===== config.mk =====
export PLATFORM = sky130hd
export DESIGN_NAME = tssg_div
export DESIGN_NICKNAME = d
export VERILOG_FILES = /design/src/sv/tssg_pkg.sv /design/src/sv/tssg_div.sv
export SDC_FILE = /design/constraint.sdc
export NUM_CORES = 1
export LEC_CHECK = 0
export CORE_MARGIN = 3
export CORE_UTILIZATION = 64
export CTS_BUF_LIST = sky130_fd_sc_hd__clkbuf_8 sky130_fd_sc_hd__clkbuf_16
export CTS_CLUSTER_DIAMETER = 30
export DETAILED_ROUTE_END_ITERATION = 6
export DONT_BUFFER_PORTS = 1
export PLACE_DENSITY = 0.8
export SYNTH_ARGS = -nofsm -noshare
export SYNTH_HDL_FRONTEND = slang
export SYNTH_SLANG_ARGS = --single-unit

===== constraint.sdc =====
create_clock -name clock -period 3.23 [get_ports clock]
set_input_delay 0.4845 -clock clock [delete_from_list [all_inputs] [get_ports clock]]
set_output_delay 0.4845 -clock clock [all_outputs]
set_load 0.005 [all_outputs]

===== src/sv/tssg_pkg.sv =====
// shared types and constants of the tone sequence sine generator
package tssg_pkg;

   typedef enum logic [2:0] {
      OP_CLEAR  = 3'd0,
      OP_APPEND = 3'd1,
      OP_START  = 3'd2,
      OP_TICK   = 3'd3,
      OP_ABORT  = 3'd4
   } op_type;

   typedef enum logic [4:0] {
      S_IDLE,
      S_FETCH,
      S_READ,
      S_LEN,
      S_LENW,
      S_STEPW,
      S_SAMP,
      S_X,
      S_X2M,
      S_X2,
      S_TM,
      S_TD,
      S_TW,
      S_MAG,
      S_MAG2,
      S_VOL,
      S_OUT,
      S_EMIT
   } state_type;

   typedef struct packed {
      logic busy;
      logic done;
   } div_stat_type;

   localparam logic [31:0] HALF_PI_Q30  = 32'd1686629713;
   localparam logic [17:0] RATE_RESET   = 18'd48000;
   localparam logic [16:0] VOL_RESET    = 17'd39322;
   localparam logic [16:0] VOL_FULL     = 17'd65536;
   localparam logic [17:0] MS_PER_S     = 18'd1000;
   localparam logic [9:0]  MS_ROUND     = 10'd500;
   localparam logic [14:0] SINE_PEAK    = 15'd32767;
   localparam logic [2:0]  SERIES_TERMS = 3'd6;
   localparam logic        CSR_RATE     = 1'b0;
   localparam logic        CSR_VOLUME   = 1'b1;

   // taylor series divisors (2n)(2n+1)
   function automatic logic [7:0] series_div(input logic [2:0] n);
      logic [7:0] d;
      case (n)
         3'd1:    d = 8'd6;
         3'd2:    d = 8'd20;
         3'd3:    d = 8'd42;
         3'd4:    d = 8'd72;
         3'd5:    d = 8'd110;
         3'd6:    d = 8'd156;
         default: d = 8'd1;
      endcase
      return d;
   endfunction

endpackage


===== src/sv/tssg_div.sv =====
// bit-serial restoring divider, one quotient bit per cycle
module tssg_div #(
   parameter int DVD_W = 49,
   parameter int DVR_W = 18
) (
   input  logic                   clock,
   input  logic                   reset,
   input  logic                   start,
   input  logic [DVD_W-1:0]       dividend,
   input  logic [DVR_W-1:0]       divisor,
   output logic [DVD_W-1:0]       quotient,
   output tssg_pkg::div_stat_type stat
);
   import tssg_pkg::*;

   localparam int CNT_W = $clog2(DVD_W + 1);

   logic [DVR_W-1:0] rem_ff, rem_in;
   logic [DVD_W-1:0] quo_ff, quo_in;
   logic [DVR_W-1:0] dvr_ff, dvr_in;
   logic [CNT_W-1:0] cnt_ff, cnt_in;
   logic             busy_ff, busy_in;
   logic             done_ff, done_in;
   logic [DVR_W:0]   trial;
   logic             fits;

   assign trial = {rem_ff, quo_ff[DVD_W-1]};
   assign fits  = trial >= {1'b0, dvr_ff};

   always_comb begin
      rem_in  = rem_ff;
      quo_in  = quo_ff;
      dvr_in  = dvr_ff;
      cnt_in  = cnt_ff;
      busy_in = busy_ff;
      done_in = 1'b0;
      if (start) begin
         rem_in  = '0;
         quo_in  = dividend;
         dvr_in  = divisor;
         cnt_in  = '0;
         busy_in = 1'b1;
      end else if (busy_ff) begin
         // shift in one dividend bit, subtract where it fits
         rem_in = fits ? DVR_W'(trial - {1'b0, dvr_ff}) : trial[DVR_W-1:0];
         quo_in = {quo_ff[DVD_W-2:0], fits};
         cnt_in = cnt_ff + 1'b1;
         if (cnt_ff == CNT_W'(DVD_W - 1)) begin
            busy_in = 1'b0;
            done_in = 1'b1;
         end
      end
   end

   always_ff @(posedge clock) begin
      rem_ff <= rem_in;
      quo_ff <= quo_in;
      dvr_ff <= dvr_in;
      cnt_ff <= cnt_in;
      if (reset) begin
         busy_ff <= 1'b0;
         done_ff <= 1'b0;
      end else begin
         busy_ff <= busy_in;
         done_ff <= done_in;
      end
   end

   assign quotient  = quo_ff;
   assign stat.busy = busy_ff;
   assign stat.done = done_ff;

endmodule


## After elaboration in Yosys (flattened, before gate mapping)

Index checks and enable logic that the tools add are counted.

| storage, ports and cells | value |
|---|---|
| bits of input ports | 70 |
| flip-flop bits (word level) | 93 |
| logic and storage cells | 20 |

| operators by class | value |
|---|---|
| $lt $le $gt $ge | 1 |
| equal/unequal tests | 1 |
| reductions and logical operators | 2 |
| multiplexer cells | 7 |
| bitwise logic cells | 1 |
| add/sub/neg operators | 2 |

Operators with widths:

| cell | count |
|---|---|
| two-way mux 49 bit | 2 |
| >= comparator 19 x 18 -> 1 bit | 1 |
| two-way mux 18 bit | 1 |
| subtractor 18 bit | 1 |
| adder 6 x 1 -> 6 bit (second input constant) | 1 |
| equality test 6 bit (second input constant) | 1 |
| two-way mux 1 bit | 4 |
| OR reduction 3 bit | 1 |
| nonzero test 2 bit | 1 |
| NOT 1 bit | 1 |

## Longest topological paths before layout

| depth | value |
|---|---|
| depth after elaboration | 4 |
| depth in mapped cells | 10 |
| mapped depth without buffers | 10 |

## Worst setup path before layout

No wires, ideal clock.

| timing path | value |
|---|---|
| kind | register to register |
| start point | reg quo_ff[48] (netlist: quotient[48]) |
| end point | reg rem_ff[14] |
| cell stages (with the launch flop) | 11 |
| slack | 0.820 ns |
| arrival time | 2.285 ns |
| period minus slack after synthesis | 2.410 ns |
| cells stage by stage | edfxtp_1 -> inv_1 -> ha_1 -> inv_1 -> fa_1 -> a211oi_1 -> o21ai_0 -> a221o_1 -> o41a_1 -> o2111ai_1 -> nand3_1 |

| on the way | value |
|---|---|
| longest elaborated chain between the ends | 2 |
| elaborated cells on any way between the ends | 3 |
| those cells by class | add/sub: 1; order compare: 1; mux: 1 |

RTL lines:

| item | RTL line | source |
|---|---|---|
| start: declaration | tssg_div.sv:19 | `logic [DVD_W-1:0] quo_ff, quo_in;` |
| start signal: assignment | tssg_div.sv:57 | `quo_ff <= quo_in;` |
| subtractor 18 bit / >= comparator 19 x 18 -> 1 bit (equally long branches) | tssg_div.sv:45, tssg_div.sv:28 |  |
| two-way mux 18 bit * | tssg_div.sv:45 | `rem_in = fits ? DVR_W'(trial - {1'b0, dvr_ff}) : trial[DVR_W-1:0];` |
| end signal: assignment | tssg_div.sv:56 | `rem_ff <= rem_in;` |
| end: declaration | tssg_div.sv:18 | `logic [DVR_W-1:0] rem_ff, rem_in;` |

Mark *: on every way between the ends. The rest lies on a longest branch, timed or not.
A chain may end at the register's enable or synchronous reset.

## Worst setup path in the final report

Same ends and word-level chain as after synthesis.

==> impl_metrics.env <==
export IMPL_yosysSeqAreaShare=0.523
export IMPL_ant_nets=0
export IMPL_die_area_sq_um=8640
export IMPL_syn_nets=507
export IMPL_start_util=0.664
export IMPL_numCtsBuffers=9
export IMPL_yosys_area_top_type="edfxtp_1"
export IMPL_async_flop_share=0
export IMPL_skew_ns=0.0146
export IMPL_h_tree_depth=3
export IMPL_slew_violations=0
export IMPL_synth_seq_cells=93
export IMPL_drc=0
export IMPL_critPathCaptureType="flip-flop"
export IMPL_instances_no_fill=513
export IMPL_required_ns=3.47
export IMPL_grt_first_pass_wirelength_mm=15.9
export IMPL_critical_path_max_fanout=5
export IMPL_cts_buffer_depth=2
export IMPL_regArea_sq_um=2530
export IMPL_p_leak_nw=1.90
export IMPL_grt_pass1_vias=3250
export IMPL_r2r_worst_path_cells=10
export IMPL_wire_per_inst_um=19.1
export IMPL_post_route_util=0.699
export IMPL_io_buffers=0
export IMPL_layout_common_cells="edfxtp_1 (67), mux2_2 (49), nand2_1 (30)"
export IMPL_n_antenna_cell=0
export IMPL_synth_ff_type="edfxtp_1"
export IMPL_multi_input_area_sq_um=2100
export IMPL_max_freq_ghz=0.375
export IMPL_fillers=559
export IMPL_io_pins=121
export IMPL_rows=31
export IMPL_num_vias=3243
export IMPL_layout_commonest_cell="edfxtp_1"
export IMPL_numPlacedInstances=497
export IMPL_cts_tree="built"
export IMPL_synth_edf_count=67
export IMPL_ir_worst_vdd_mv=0.452
export IMPL_fp_dieW_um=93.0
export IMPL_worst_slew_pin_slew_ns=0.600
export IMPL_worstSkewPairLatency_ns=0.37
export IMPL_initialDrtViolationCount=187
export IMPL_cts_root_buf="clkbuf_8"
export IMPL_core_area_sq_um=7290
export IMPL_maxCapViolCount=0
export IMPL_post_cts_setup_buffer_count=0
export IMPL_ys_types=58
export IMPL_gp_congestion=0.894
export IMPL_holdPathStages=1
export IMPL_detailed_place_hpwl_mm=7.02
export IMPL_hold_viol_final=0
export IMPL_crit_arrival_ns=2.91
export IMPL_first_pass_iters=7
export IMPL_cts_resized=0
export IMPL_syn_avg_cell_area_sq_um=11.6
export IMPL_drive_above_1_share=0.193
export IMPL_worstSetupPathType="flip-flop to flip-flop"
export IMPL_worstSetupStartpointType="flip-flop"
export IMPL_clkTransAtPathRegs_ns=0.09
export IMPL_via_per_inst=6.32
export IMPL_netlist_area_sq_um=4840
export IMPL_synth_area_top_cells="edfxtp_1 (42%), mux2_2 (11%), dfxtp_1 (11%)"
export IMPL_drt_wl_total_mm=9.79
export IMPL_setup_tns_ns=0
export IMPL_rsz0062_at_grt="false"
export IMPL_fin_crit_ns=2.67
export IMPL_area_delta_synth_final_pct=5.30
export IMPL_p_per_area_nw_per_um2=494
export IMPL_overflow=0
export IMPL_grt_max_degree=81
export IMPL_yosysTopAreaCellShare=0.416
export IMPL_grt_usage=0.238
export IMPL_slew_headroom=0.600
export IMPL_antenna_found_initial=0
export IMPL_setup_viol=0
export IMPL_syn_inst=416
export IMPL_hold_buffers=0
export IMPL_status="finished clean"
export IMPL_min_period_over_period=0.825
export IMPL_hold_class="input pin to flip-flop"
export IMPL_layout_nets=500
export IMPL_die_y_um=93.0
export IMPL_yosys_warnings=0
export IMPL_clock_sinks=93
==> cell usage after synthesis, types with 2 or more instances <==
| cell type | n |
|---|---|
| or3_1 | 2 |
| o311ai_1 | 3 |
| o21ai_0 | 10 |
| o21a_1 | 2 |
| ha_1 | 20 |
| a21o_1 | 4 |
| o21ai_2 | 3 |
| buf_4 | 3 |
| o2111ai_1 | 2 |
| a211oi_1 | 5 |
| and3_1 | 3 |
| dfxtp_1 | 26 |
| inv_1 | 22 |
| clkbuf_1 | 12 |
| a311oi_1 | 3 |
| mux2_2 | 49 |
| nor3_1 | 7 |
| nor2_1 | 21 |
| o21ai_1 | 4 |
| a41oi_1 | 4 |
| buf_2 | 8 |
| xor2_1 | 7 |
| nand2_1 | 30 |
| mux2i_1 | 2 |
| edfxtp_1 | 67 |
| and2_1 | 3 |
| and4_1 | 2 |
| o211ai_1 | 6 |
| a21oi_1 | 17 |
| nand2b_1 | 4 |
| nand3_1 | 9 |
| xnor2_1 | 11 |
| o31ai_1 | 5 |
| nand4_1 | 16 |
==> report_power, final <==
group	internal, W	total [W]	switching [W]
sequential	0.00139	0.00146	0.0000680
combinational	0.000123	0.000261	0.000138
clock	0.000370	0.000798	0.000428
total	0.00189	0.00252	0.000633
==> critical path, stage by stage, from the launching register on <==
cell and delay [ns]:
edfxtp_1 0.47, inv_1 0.09, ha_1 0.16, inv_1 0.05
fa_1 0.41, a211oi_1 0.26, o21ai_0 0.24, a221o_1 0.37
o41a_1 0.31, o2111ai_1 0.09, nand3_1 0.09
==> worst paths after layout <==
check	from	to	slack, ns
max	quotient[48]	rem_ff[14]	0.56
max reg2reg	quotient[48]	rem_ff[14]	0.56
min	reset	busy_ff	0.18
min reg2reg	rem_ff[12]	rem_ff[12]	0.49
==> layout make-up <==
type / count / area share
well taps: 99 / 0.0243
multi-input cells: 276 / 0.412
clock inverters: 7 / 0.0155
flip-flops and latches: 93 / 0.497
inverters: 22 / 0.0162
repair buffers: 7 / 0.0103
clock buffers: 9 / 0.0243
==> kinds of logic after synthesis <==
logic type,share of synthesized area
DFF,0.523
buffers and inverters,0.0424
AOI/OAI and AO/OA,0.124
and+or+nand+nor,0.104
muxes,0.118
adders and majority gates,0.0558
xor gates and xnor gates,0.0326
==> per-layer routing <==
metal,vias up,global-route usage,part of all wire
met5,-,0,0
met3,13,0.0983,0.086
met2,133,0.389,0.50
met1,1555,0.284,0.40
met4,0,0.0794,0.012
li1,1542,-,-
==> through the flow <==
stage	instance area, sq um	hold slack [ns]	total power (W)	setup WS (ns)
finish	5100	0.176	0.00252	0.564
global route	5100	0.154	0.00263	0.415
CTS	5100	0.157	0.00254	0.567
detailed placement	4890	0.474	0.00175	0.595
global placement	4890	0.464	0.00174	0.621
floorplan	4840	0.452	0.00169	0.820
==> sequential cells by signal, summed over array words and instances (netlist names) <==
name	flops
quotient	49
dvr_ff	18
rem_ff	18
cnt_ff	6
busy_ff	1
done_ff	1
No activity file was read; power rests on OpenSTA's default activity.
